### config.mk
export PLATFORM = sky130hd
export DESIGN_NAME = edit_distance_engine_flat
export DESIGN_NICKNAME = d
export VERILOG_FILES = /design/src/ed_pkg.sv /design/src/ed_if.sv /design/src/ed_ram.sv /design/src/ed_datapath.sv /design/src/ed_ctrl.sv /design/src/edit_distance_engine.sv /design/src/flat_wrapper.sv
export SDC_FILE = /design/constraint.sdc
export NUM_CORES = 2
export LEC_CHECK = 0
export BUFFER_PORTS_ARGS = -buffer_cell sky130_fd_sc_hd__buf_2
export CORE_UTILIZATION = 57
export CTS_CLUSTER_DIAMETER = 60
export CTS_CLUSTER_SIZE = 14
export DETAILED_ROUTE_END_ITERATION = 10
export PLACE_DENSITY = 0.76
export SYNTH_ARGS = -nofsm -noshare
export SYNTH_HDL_FRONTEND = slang
export SYNTH_SLANG_ARGS = --single-unit
### constraint.sdc
create_clock -name clock -period 9.5 [get_ports clock]
set_input_delay 0.475 -clock clock [delete_from_list [all_inputs] [get_ports clock]]
set_output_delay 0.475 -clock clock [all_outputs]
set_load 0.005 [all_outputs]
### src/ed_pkg.sv
// Shared constants, codes and control types of the edit distance engine.
// No dependencies; the files that use it refer to it by scoped names.
package ed_pkg;

   // Largest reference length the block stores.
   localparam int MAX_LEN = 64;
   localparam int IDX_W   = $clog2(MAX_LEN);
   localparam int LEN_W   = $clog2(MAX_LEN + 1);
   localparam int SYM_W   = 8;
   localparam int DATA_W  = 16;
   localparam logic [DATA_W-1:0] COUNT_MAX = {DATA_W{1'b1}};

   // Item modes carried on the request channel.
   typedef enum logic [1:0] {
      MODE_LOAD   = 2'd0,
      MODE_QUERY  = 2'd1,
      MODE_FINISH = 2'd2
   } mode_type;

   // Sequencer states.
   typedef enum logic [2:0] {
      ST_IDLE,
      ST_SCAN,
      ST_DRAIN,
      ST_FETCH,
      ST_EMIT
   } state_type;

   // Commands from the sequencer to the datapath.
   typedef struct packed {
      logic load_ref;
      logic start_query;
      logic scan_issue;
      logic fetch;
      logic emit;
   } cmd_type;

   // Status from the datapath to the sequencer.
   typedef struct packed {
      logic len_zero;
      logic count_sat;
      logic scan_last;
      logic out_free;
   } status_type;

endpackage

### src/ed_if.sv
// Valid/ready channel interfaces for the request and response sides.
// Depends on ed_pkg for the payload widths.
interface ed_req_if;
   logic                      valid;
   logic                      ready;
   logic [1:0]                mode;
   logic [ed_pkg::SYM_W-1:0]  symbol;

   modport source (output valid, output mode, output symbol, input ready);
   modport sink   (input valid, input mode, input symbol, output ready);
endinterface

interface ed_rsp_if;
   logic                      valid;
   logic                      ready;
   logic [ed_pkg::DATA_W-1:0] distance;
   logic                      overflow;

   modport source (output valid, output distance, output overflow, input ready);
   modport sink   (input valid, input distance, input overflow, output ready);
endinterface

### src/ed_ram.sv
// Generic single-write, single-read RAM with a registered read port.
// No dependencies.
module ed_ram #(
   parameter int WIDTH = 8,
   parameter int DEPTH = 64
) (
   input  logic                     clock,
   input  logic                     we,
   input  logic [$clog2(DEPTH)-1:0] waddr,
   input  logic [WIDTH-1:0]         wdata,
   input  logic                     re,
   input  logic [$clog2(DEPTH)-1:0] raddr,
   output logic [WIDTH-1:0]         rdata
);

   logic [WIDTH-1:0] mem_ff [DEPTH];
   logic [WIDTH-1:0] rdata_ff;

   // Write port and registered read port; the read data holds when not read.
   always_ff @(posedge clock) begin
      if (we) begin
         mem_ff[waddr] <= wdata;
      end
      if (re) begin
         rdata_ff <= mem_ff[raddr];
      end
   end

   assign rdata = rdata_ff;

endmodule

### src/ed_datapath.sv
// Datapath of the edit distance engine: reference and column memories,
// counters, the one-position-per-cycle column update and the result register.
// Depends on ed_pkg and ed_ram.
module ed_datapath (
   input  logic                      clock,
   input  logic                      reset,
   input  ed_pkg::cmd_type           cmd,
   output ed_pkg::status_type        status,
   input  logic [ed_pkg::SYM_W-1:0]  symbol,
   input  logic                      rsp_ready,
   output logic                      rsp_valid,
   output logic [ed_pkg::DATA_W-1:0] rsp_distance,
   output logic                      rsp_overflow
);

   localparam int IDX_W  = ed_pkg::IDX_W;
   localparam int LEN_W  = ed_pkg::LEN_W;
   localparam int DATA_W = ed_pkg::DATA_W;
   localparam int SYM_W  = ed_pkg::SYM_W;

   logic [LEN_W-1:0]         len_ff, len_in;
   logic [DATA_W-1:0]        count_ff, count_in;
   logic                     ovf_ff, ovf_in;
   logic [ed_pkg::MAX_LEN-1:0] colvalid_ff, colvalid_in;
   logic [IDX_W-1:0]         pos_ff, pos_in;
   logic [IDX_W-1:0]         wpos_ff, wpos_in;
   logic                     scan_vld_ff, scan_vld_in;
   logic                     cv_ff, cv_in;
   logic [DATA_W-1:0]        rdef_ff, rdef_in;
   logic [DATA_W-1:0]        diag_ff, diag_in;
   logic [DATA_W-1:0]        left_ff, left_in;
   logic [SYM_W-1:0]         sym_ff, sym_in;
   logic                     rsp_valid_ff, rsp_valid_in;
   logic [DATA_W-1:0]        dist_ff, dist_in;
   logic                     rovf_ff, rovf_in;

   logic                     len_full;
   logic                     load_ok;
   logic [IDX_W-1:0]         last_idx;
   logic [IDX_W-1:0]         col_raddr;
   logic                     col_re;
   logic [DATA_W-1:0]        col_rdata;
   logic [SYM_W-1:0]         ref_rdata;
   logic [DATA_W-1:0]        old_val;
   logic [DATA_W:0]          up_val;
   logic [DATA_W:0]          left_val;
   logic [DATA_W:0]          sub_val;
   logic [DATA_W:0]          best_val;

   // Reference symbols, written in load order.
   ed_ram #(.WIDTH(SYM_W), .DEPTH(ed_pkg::MAX_LEN)) u_ref_ram (
      .clock (clock),
      .we    (load_ok),
      .waddr (len_ff[IDX_W-1:0]),
      .wdata (symbol),
      .re    (cmd.scan_issue),
      .raddr (pos_ff),
      .rdata (ref_rdata)
   );

   // Column entries 1 to MAX_LEN at addresses 0 to MAX_LEN-1.
   ed_ram #(.WIDTH(DATA_W), .DEPTH(ed_pkg::MAX_LEN)) u_col_ram (
      .clock (clock),
      .we    (scan_vld_ff),
      .waddr (wpos_ff),
      .wdata (best_val[DATA_W-1:0]),
      .re    (col_re),
      .raddr (col_raddr),
      .rdata (col_rdata)
   );

   // Address selection and status toward the sequencer.
   always_comb begin
      len_full  = (len_ff == LEN_W'(ed_pkg::MAX_LEN));
      load_ok   = cmd.load_ref && (count_ff == '0) && !len_full;
      last_idx  = IDX_W'(len_ff - LEN_W'(1));
      col_re    = cmd.scan_issue || cmd.fetch;
      col_raddr = cmd.fetch ? last_idx : pos_ff;

      status.len_zero  = (len_ff == '0);
      status.count_sat = (count_ff == ed_pkg::COUNT_MAX);
      status.scan_last = (pos_ff == last_idx);
      status.out_free  = !rsp_valid_ff || rsp_ready;
   end

   // One cell of the column: minimum of the up, left and diagonal moves.
   // An entry never written since the last clear holds its own index.
   always_comb begin
      old_val  = cv_ff ? col_rdata : rdef_ff;
      up_val   = {1'b0, old_val} + (DATA_W + 1)'(1);
      left_val = {1'b0, left_ff} + (DATA_W + 1)'(1);
      sub_val  = {1'b0, diag_ff} + (DATA_W + 1)'(ref_rdata != sym_ff);
      best_val = up_val;
      if (left_val < best_val) begin
         best_val = left_val;
      end
      if (sub_val < best_val) begin
         best_val = sub_val;
      end
   end

   // Next values of the datapath registers.
   always_comb begin
      len_in       = len_ff;
      count_in     = count_ff;
      ovf_in       = ovf_ff;
      colvalid_in  = colvalid_ff;
      pos_in       = pos_ff;
      wpos_in      = wpos_ff;
      scan_vld_in  = cmd.scan_issue;
      cv_in        = cv_ff;
      rdef_in      = rdef_ff;
      diag_in      = diag_ff;
      left_in      = left_ff;
      sym_in       = sym_ff;
      rsp_valid_in = rsp_valid_ff && !rsp_ready;
      dist_in      = dist_ff;
      rovf_in      = rovf_ff;

      // Reference load; a symbol past the end is dropped and flagged.
      if (load_ok) begin
         len_in = len_ff + LEN_W'(1);
      end
      if (cmd.load_ref && (count_ff == '0) && len_full) begin
         ovf_in = 1'b1;
      end

      // Start of a query symbol: the column head becomes the new count.
      if (cmd.start_query) begin
         if (status.count_sat) begin
            ovf_in = 1'b1;
         end else begin
            count_in = count_ff + DATA_W'(1);
            left_in  = count_ff + DATA_W'(1);
            diag_in  = count_ff;
            sym_in   = symbol;
            pos_in   = '0;
         end
      end

      // Column read issue, shared by the scan and the final fetch.
      if (col_re) begin
         cv_in   = colvalid_ff[col_raddr];
         rdef_in = DATA_W'(col_raddr) + DATA_W'(1);
      end
      if (cmd.scan_issue) begin
         wpos_in = pos_ff;
         pos_in  = pos_ff + IDX_W'(1);
      end

      // Column write-back of the position read in the previous cycle.
      if (scan_vld_ff) begin
         colvalid_in[wpos_ff] = 1'b1;
         left_in              = best_val[DATA_W-1:0];
         diag_in              = old_val;
      end

      // Result transfer into the output register, then clear for the next pair.
      if (cmd.emit) begin
         rsp_valid_in = 1'b1;
         dist_in      = status.len_zero ? count_ff : old_val;
         rovf_in      = ovf_ff;
         len_in       = '0;
         count_in     = '0;
         ovf_in       = 1'b0;
         colvalid_in  = '0;
      end
   end

   // Control registers.
   always_ff @(posedge clock) begin
      if (reset) begin
         len_ff       <= '0;
         count_ff     <= '0;
         ovf_ff       <= 1'b0;
         colvalid_ff  <= '0;
         scan_vld_ff  <= 1'b0;
         rsp_valid_ff <= 1'b0;
      end else begin
         len_ff       <= len_in;
         count_ff     <= count_in;
         ovf_ff       <= ovf_in;
         colvalid_ff  <= colvalid_in;
         scan_vld_ff  <= scan_vld_in;
         rsp_valid_ff <= rsp_valid_in;
      end
   end

   // Payload registers.
   always_ff @(posedge clock) begin
      pos_ff  <= pos_in;
      wpos_ff <= wpos_in;
      cv_ff   <= cv_in;
      rdef_ff <= rdef_in;
      diag_ff <= diag_in;
      left_ff <= left_in;
      sym_ff  <= sym_in;
      dist_ff <= dist_in;
      rovf_ff <= rovf_in;
   end

   assign rsp_valid    = rsp_valid_ff;
   assign rsp_distance = dist_ff;
   assign rsp_overflow = rovf_ff;

endmodule

### src/ed_ctrl.sv
// Sequencer of the edit distance engine: decodes request modes and steps
// the datapath through the column scan and the result fetch.
// Depends on ed_pkg.
module ed_ctrl (
   input  logic               clock,
   input  logic               reset,
   input  logic               req_valid,
   input  logic [1:0]         req_mode,
   output logic               req_ready,
   output ed_pkg::cmd_type    cmd,
   input  ed_pkg::status_type status
);

   ed_pkg::state_type state_ff, state_in;

   // State register.
   always_ff @(posedge clock) begin
      if (reset) begin
         state_ff <= ed_pkg::ST_IDLE;
      end else begin
         state_ff <= state_in;
      end
   end

   // Next state and commands.
   always_comb begin
      state_in  = state_ff;
      req_ready = 1'b0;
      cmd       = '0;
      unique case (state_ff)
         ed_pkg::ST_IDLE: begin
            req_ready = 1'b1;
            if (req_valid) begin
               unique case (req_mode)
                  ed_pkg::MODE_LOAD: begin
                     cmd.load_ref = 1'b1;
                  end
                  ed_pkg::MODE_QUERY: begin
                     cmd.start_query = 1'b1;
                     if (!status.count_sat && !status.len_zero) begin
                        state_in = ed_pkg::ST_SCAN;
                     end
                  end
                  ed_pkg::MODE_FINISH: begin
                     state_in = ed_pkg::ST_FETCH;
                  end
                  default: begin
                     // The unused mode is dropped.
                  end
               endcase
            end
         end
         ed_pkg::ST_SCAN: begin
            cmd.scan_issue = 1'b1;
            if (status.scan_last) begin
               state_in = ed_pkg::ST_DRAIN;
            end
         end
         ed_pkg::ST_DRAIN: begin
            state_in = ed_pkg::ST_IDLE;
         end
         ed_pkg::ST_FETCH: begin
            cmd.fetch = 1'b1;
            state_in  = ed_pkg::ST_EMIT;
         end
         ed_pkg::ST_EMIT: begin
            if (status.out_free) begin
               cmd.emit = 1'b1;
               state_in = ed_pkg::ST_IDLE;
            end
         end
         default: begin
            state_in = ed_pkg::ST_IDLE;
         end
      endcase
   end

endmodule

### src/edit_distance_engine.sv
// Edit distance engine: Levenshtein distance between a stored reference
// string and a query string that streams in one symbol per request.
// Request channel (req_ch): mode 0 loads a reference symbol, mode 1
// processes a query symbol, mode 2 requests the distance; mode 3 is dropped.
// Response channel (rsp_ch): one transfer of distance and overflow flag for
// each mode 2 request. Both channels transfer when valid and ready are high.
// Sequencing: a load leaves the block idle. A query symbol passes through the
// scan and drain states (with an empty reference the block stays idle); the
// column memory has one read port and the scan updates one reference position
// per cycle. A finish request passes the fetch and emit states; emit loads its
// result into the output register once that register is free, and the block
// takes requests again in the same cycle that the result is offered.
// The output register decouples the sides: while a result waits for the
// receiver, loads and queries of the next pair proceed; a further finish
// request holds in the sequencer until the output register is free.
// Reset is synchronous and leaves an empty reference, an empty query, a
// cleared overflow flag and no pending result; there is no clearing pass.
// Depends on ed_pkg, ed_if, ed_ram, ed_datapath and ed_ctrl.
module edit_distance_engine (
   input  logic     clock,
   input  logic     reset,
   ed_req_if.sink   req_ch,
   ed_rsp_if.source rsp_ch
);

   ed_pkg::cmd_type    cmd;
   ed_pkg::status_type status;

   ed_ctrl u_ctrl (
      .clock     (clock),
      .reset     (reset),
      .req_valid (req_ch.valid),
      .req_mode  (req_ch.mode),
      .req_ready (req_ch.ready),
      .cmd       (cmd),
      .status    (status)
   );

   ed_datapath u_datapath (
      .clock        (clock),
      .reset        (reset),
      .cmd          (cmd),
      .status       (status),
      .symbol       (req_ch.symbol),
      .rsp_ready    (rsp_ch.ready),
      .rsp_valid    (rsp_ch.valid),
      .rsp_distance (rsp_ch.distance),
      .rsp_overflow (rsp_ch.overflow)
   );

endmodule

### src/flat_wrapper.sv
// flat-port wrapper written by rule: the top's interface ports become plain ports
module edit_distance_engine_flat 
  (clock, reset, req_ch_valid, req_ch_mode, req_ch_symbol, req_ch_ready, rsp_ch_valid, rsp_ch_distance, rsp_ch_overflow, rsp_ch_ready);
  ed_req_if req_ch_i ();
  ed_rsp_if rsp_ch_i ();
  input  logic clock;
  input  logic reset;
  input wire logic [$bits(req_ch_i.valid)-1:0] req_ch_valid;
  input wire logic [$bits(req_ch_i.mode)-1:0] req_ch_mode;
  input wire logic [$bits(req_ch_i.symbol)-1:0] req_ch_symbol;
  output wire logic [$bits(req_ch_i.ready)-1:0] req_ch_ready;
  output wire logic [$bits(rsp_ch_i.valid)-1:0] rsp_ch_valid;
  output wire logic [$bits(rsp_ch_i.distance)-1:0] rsp_ch_distance;
  output wire logic [$bits(rsp_ch_i.overflow)-1:0] rsp_ch_overflow;
  input wire logic [$bits(rsp_ch_i.ready)-1:0] rsp_ch_ready;
  assign req_ch_i.valid = req_ch_valid;
  assign req_ch_i.mode = req_ch_mode;
  assign req_ch_i.symbol = req_ch_symbol;
  assign req_ch_ready = req_ch_i.ready;
  assign rsp_ch_valid = rsp_ch_i.valid;
  assign rsp_ch_distance = rsp_ch_i.distance;
  assign rsp_ch_overflow = rsp_ch_i.overflow;
  assign rsp_ch_i.ready = rsp_ch_ready;
  edit_distance_engine u_core (.clock(clock), .reset(reset), .req_ch(req_ch_i), .rsp_ch(rsp_ch_i));
endmodule
[Yosys cells after proc, flatten, opt, wreduce, memory -nomap -nowiden]
Memory sizes are Yosys's and may differ from the RTL's. A register that Yosys moved wholly into a read port is not among the register bits.
Index checks and enable logic that the tools add are counted.
Word-level totals
  flip-flop bits (word level): 179
  bits in writable memories: 1536
  input port bits: 14
  output and inout bits: 19
  word-level logic and storage cells: 114
  memories: 2
Cells by class
  add/subtract/negate cells: 8
  magnitude comparators: 5
  eq/ne operators: 16
  multiplexer cells: 41
  bitwise operators: 2
  reduce and logical (&&, ||, !) cells: 24
Memories
  u_core.u_datapath.u_col_ram.mem_ff: depth 64, bits a word 16, rd ports 1, clocked after Yosys merged registers in 1, write ports 1, RTL line ed_ram.sv:16  | logic [WIDTH-1:0] mem_ff [DEPTH];
  u_core.u_datapath.u_ref_ram.mem_ff: depth 64, bits a word 8, rd ports 1, clocked after Yosys merged registers in 1, write ports 1, RTL line ed_ram.sv:16
Operators with widths (count)
  16-bit two-way mux: 9
  64-bit bitwise OR: 1
  16-bit by 1-bit adder with 17-bit output, second input constant: 2
  17-bit < comparator: 2
  6-bit two-way mux: 4
  16-bit by 1-bit adder with 17-bit output: 1
  1-bit two-way mux: 17
  17-bit two-way mux: 1
  16-bit by 1-bit adder with 16-bit output, second input constant: 1
  16-bit == test, second input constant: 1
  16-bit logical NOT: 1
  6-bit by 7-bit < comparator with 1-bit output, second input constant: 2
  3-bit two-way mux: 4
  3-bit one-hot mux with 4 select lines: 1
  8-bit inequality test: 1
  6-bit by 1-bit adder with 7-bit output, second input constant: 1
  7-bit by 1-bit adder with 7-bit output, second input constant: 1
  7-bit == test, second input constant: 1
  7-bit logical NOT: 1
  6-bit by 1-bit adder with 6-bit output, second input constant: 1
  1-bit binary-select mux with 6-bit select: 1
  1-bit demux with 6-bit select: 1
  6-bit == test: 1
  6-bit by 1-bit >= comparator with 1-bit output, second input constant: 1
  22 further kinds: 39

[Longest topological paths before layout]
  depth after elaboration: 9
  depth in mapped cells: 30
  depth with buffers taken out: 24

[By module]
Synthesis repeated with hierarchy kept, for this count alone.
Second synthesis, totals
  cell total of the unflattened synthesis: 3865
  area total of the unflattened synthesis: 70570.2 um^2
By module, submodules not included
  ed_ram (u_core.u_datapath.u_col_ram): times used 1, cells an instance 1829, area an instance 40202.3 um^2, seq. area each 31230.0 um^2
  ed_ram (u_core.u_datapath.u_ref_ram): times used 1, cells an instance 940, area an instance 20246.9 um^2, seq. area each 15615.0 um^2
  ed_datapath: times used 1, cells an instance 1073, area an instance 9923.3 um^2, seq. area each 4113.9 um^2
  ed_ctrl: times used 1, cells an instance 23, area an instance 197.7 um^2, seq. area each 60.1 um^2

[Worst setup path after synthesis]
OpenSTA, ideal clock, no wires.
  path type: reg2reg
  start point: register u_core.u_datapath.cv_ff
  end point: memory u_core.u_datapath.u_col_ram.mem_ff[0][11] (netlist bit), data pin
  library setup time: 0.702 ns
  arrival: 8.399 ns
  required time: 8.798 ns
  setup slack: 0.399 ns
  cell stages (with the launch flop): 29
  path buffers: 5
  period minus slack after synthesis: 9.101 ns
  cell sequence: edfxtp_1 > buf_6 > clkbuf_8 > clkbuf_1 > mux2i_1 > inv_1 > ha_1 > nand4_2 > a2111oi_0 > nand3_1 > xnor2_1 > nand2_1 > ha_1 > a21o_1 > a21o_1 > a211o_1 > a31oi_1 > nand2_1 > buf_4 > o21ai_0 > ha_1 > nand4_1 > or2_2 > o31ai_1 > nor4_1 > mux2i_1 > nand2_1 > clkbuf_1 > o21ai_0
Between the ends
  cells in the longest elaborated chain, start to end: 6
RTL lines
  from (decl): RTL line ed_datapath.sv:28  | logic cv_ff, cv_in;
  from (signal assigned): RTL line ed_datapath.sv:193  | cv_ff <= cv_in;
  16-bit two-way mux (*): RTL line ed_datapath.sv:89  | old_val = cv_ff ? col_rdata : rdef_ff;
  16-bit by 1-bit adder with 17-bit output (*): RTL line ed_datapath.sv:90  | up_val = {1'b0, old_val} + (DATA_W + 1)'(1);
  17-bit < comparator: RTL line ed_datapath.sv:94  | if (left_val < best_val) begin
  17-bit two-way mux (*): RTL line ed_datapath.sv:94
  17-bit < comparator: RTL line ed_datapath.sv:97  | if (sub_val < best_val) begin
  16-bit two-way mux (*): RTL line ed_datapath.sv:97
  via u_core.u_datapath.best_val[11]: RTL line ed_datapath.sv:48  | logic [DATA_W:0] best_val;
  to (decl): RTL line ed_ram.sv:16
The timed path passes the listed nets; every way through them passes the cells marked *.

[Worst setup path in the final report]
  start point: register u_core.u_datapath.cv_ff
  end point: memory u_core.u_datapath.u_col_ram.mem_ff[6][11] (netlist bit), data pin
Same word-level chain as after synthesis.

==> results by group <==
Power and ir drop
  – Leak Pwr: 26.12 nW
  – PwrDens: between 200 and 250 nW/µm²
  – Design Power: roughly 16 mW
  – Maximum vdd drop: 0.2419 mV

Final layout
  – Register Area: just over 50,000 µm²
  – Area delta synth->final: 9.305%
  – Area occupied by multi-input gates: 19,010 µm²
  – Most common cell after layout, fill and taps aside: edfxtp_1
  – Highest-count cells in the layout ignoring fill and taps: edfxtp_1 (1,637), nand2_1 (891), nand3_1 (332), nor2_1 (319), a211oi_1 (276)
  – Layout Nets: 5,111
  – Number of fill cells: 8,633
  – Fraction of layout cells with a size suffix above 1: roughly 11%

Clocking
  – H-tree depth: 4
  – Clock Latency Late Sink: around 0.8 ns
  – Register clock-pin slew on the reported worst setup and hold paths: 0.06 ns
  – Root Buffer: clkbuf_16
  – Clk buf depth: 3
  – Setup bufs post-CTS: 0
  – CTS tree: yes
  – Num CTS Buffers: 146
  – CTS Sinks: between 1,500 and 2,000

Die
  – Die Y: 357.0 µm
  – Die area: 127,400 µm²
  – Die W: between 300 and 400 µm
  – Initial Utilization: roughly 58%
  – Core outline area: roughly 120,000 µm²
  – Site row count: 129
  – Io pins: 33

Routing
  – Routed WL per cell: about 27 µm
  – Residual DRC: 0
  – WL final: between 150 and 200 mm
  – Iter 0 DRT Violations: 5,685
  – Pre-Repair DR Iteration Count: 8
  – Via count: approximately 44,000
  – Remaining antenna violation count: 0
  – Vias/cell: 6.552

Setup path
  – WP data required: 9.99 ns
  – Critical Path Start Type: flop
  – WP data arrival: around 9 ns
  – Type of the worst setup path: flop to flop
  – Crit Path Max Fanout: 51
  – CP Capture Type: flop

Synthesis
  – Post-Synth Simple-Gate Area: 9.958%
  – Register bit total from synthesis: 1,730
  – Post-synth EDFFs: 1,637
  – Unique cell type count in the Yosys netlist: between 60 and 70
  – Cells after Synth: around 5,100
  – Synth async-reset ratio: 0%
  – Post-Synth XOR/XNOR Area: under 10%
  – Post-Synth Adder-Cell Area: 0.7316%
  – Yosys top cell by area: edfxtp_1
  – Syn avg cell area: approximately 14 µm²
  – Syn nets: 5,155
  – Top post-synthesis cells by area: edfxtp_1 (68%), mux4_2 (5.3%), nand2_1 (4.7%)
  – Compound-gate portion of the synthesized area: 6.959%
  – Synth warn: 0
  – Largest family of logic cells by synthesized area: simple AND/OR/NAND/NOR gates
  – Mapped cell area: ~72,000 µm²
  – Sequential area share after synthesis: 71.02%
  – Ys flop type: edfxtp_1
  – Mux contribution to synthesized area: 7.249%
  – Top-area cell type share of the netlist area: roughly two thirds

STA
  – Slew Viols, Final: 0
  – Final Skew: 0.03985 ns
  – Rel. slew slack: 10.33%
  – TNS Setup: 0 ns
  – Tcrit/Tclk final: 89.66%
  – Setup Viol. Count Final: 0
  – Unrepaired setup endpoints after global routing: no
  – Final Hold Vio Count: 0
  – Slew of the pin with the lowest slew margin: between 1 and 1.5 ns
  – Minimum clock period after layout: approximately 8.5 ns
  – Fmax: 117.4 MHz

Placement
  – Gpl congestion: 0.8946
  – Dpl hpwl: 101.5 mm
  – Port buffer count: 32

Job
  – # Max-Cap Violations: 0

Global route
  – Vias in the first global route: 43,062
  – Largest net degree at the start of global routing: approximately 160
  – Initial antenna violation count: 2
  – Global route overflow: 0
  – First-pass GRT wire length: 275.6 mm
  – GRT Total Usage: around 29%

Min path
  – Hold crit path type: primary input to flop

Outcome
  – Status: completed
==> cells in the mapped netlist (45+ instances only) <==
master    number
a211oi_1     276
a21oi_1       52
a311oi_1     142
a31oi_1      143
clkbuf_1     289
dfxtp_1       93
edfxtp_1    1637
inv_1        180
mux2i_1      134
mux4_2       168
nand2_1      896
nand3_1      332
nor2_1       343
o21ai_0       45
xnor2_1       47
xor2_1        50
==> per-layer routing <==
metal  vias to the layer above  GRT usage, %  part of all wire [%]  wire length [µm]
li1                      19124             -                     -                 -
met1                     22322         40.30                    38             70680
met2                      2655         46.57                    48             89370
met3                       370         4.980                    10             18650
met4                         0         13.39                   4.2              7873
met5                         -             0                     0                 0
==> power breakdown <==
part           switching [mW]  total (mW)  internal [mW]  leakage [nW]
sequential             0.0243        8.67           8.64          15.5
combinational            1.07        1.44          0.375          8.49
clock                    2.71        5.75           3.05          2.12
==> registers in the layout (all words and copies together) (netlist names) <==
register	cells
u_core.u_datapath.u_ref_ram.mem_ff	512
u_core.u_datapath.len_ff	7
u_core.u_datapath.colvalid_ff	64
u_core.u_ctrl.state_ff	3
u_core.u_datapath.rsp_distance	16
u_core.u_datapath.count_ff	16
u_core.u_datapath.rsp_overflow	1
u_core.u_datapath.u_ref_ram.rdata	8
u_core.u_datapath.diag_ff	16
u_core.u_datapath.rdef_ff	7
u_core.u_datapath.pos_ff	6
u_core.u_datapath.cv_ff	1
u_core.u_datapath.scan_vld_ff	1
u_core.u_datapath.sym_ff	8
u_core.u_datapath.rsp_valid	1
u_core.u_datapath.u_col_ram.mem_ff	1024
u_core.u_datapath.wpos_ff	6
u_core.u_datapath.u_col_ram.rdata	16
u_core.u_datapath.ovf_ff	1
u_core.u_datapath.left_ff	16
==> worst paths after layout <==
path | from | end | slack, ns | cells past startpoint
setup / recovery | u_core.u_datapath.cv_ff | u_core.u_datapath.u_col_ram.mem_ff[6][11] | 0.98 | 24
hold / removal | req_ch_valid | u_core.u_ctrl.state_ff[1] | 0.07 | 4
setup reg to reg | u_core.u_datapath.cv_ff | u_core.u_datapath.u_col_ram.mem_ff[6][11] | 0.98 | 24
hold reg to reg | u_core.u_datapath.ovf_ff | u_core.u_datapath.rsp_overflow | 0.45 | 0
==> worst max-delay path: stages, from the launching register on <==
cell and delay [ns]:
edfxtp_1 0.43, mux2i_1 0.20, inv_1 0.16, ha_1 0.29, nand4_2 0.21, a2111oi_0 0.83, nand3_1 0.24, xnor2_1 0.19
nand2_1 0.10, ha_1 0.34, a21o_1 0.16, a21o_1 0.17, a211o_1 0.30, a31oi_1 0.34, nand2_1 0.41, o21ai_0 0.71
ha_1 0.25, nand4_1 0.13, or2_2 0.31, o31ai_1 0.45, nor4_1 0.12, mux2i_1 0.21, nand2_1 0.48, o21ai_4 0.55
buf_4 0.53
==> repair_timing <==
action                                  CTS  global route
gates resized for setup                   0             0
hold buffers                              3             0
hold endpoints to repair                  4             0
endpoints found under the setup margin    0             0
==> cell type report <==
type / count / area share (%)
well taps: 1637 / 2.609
clock inverters: 21 / 0.4478
multi-input cells: 2835 / 24.21
inverters: 182 / 0.8860
diodes: 5 / 0.01594
flip-flops and latches: 1730 / 64.98
repair buffers: 160 / 1.676
clock buffers: 217 / 5.179
==> stage by stage <==
step,cells,hold slack (ns),worst slack (ns),cell area (µm²),utilization [%]
global placement,6541,0.4324,1.278,74060,59.59
floorplan,5099,0.4090,0.3993,71830,-
global route,6782,0.06532,0.3480,78500,63.17
detailed placement,6541,0.4339,1.178,74060,59.59
finish,6787,0.06556,0.9819,78520,63.18
CTS,6782,0.02949,1.105,78500,63.17
==> logic make-up (layout without fill, tap and decap cells) <==
group / Yosys count / count (layout)
AO/OA/AOI/OAI: 693 / 693
flip-flops: 1730 / 1730
XOR/XNOR: 97 / 97
multiplexers: 308 / 308
AND/OR/NAND/NOR: 1695 / 1695
adder cells (fa/ha/maj): 42 / 42
other: 0 / 5
buffers and inverters: 534 / 580
No activity file was read; power rests on OpenSTA's default activity.
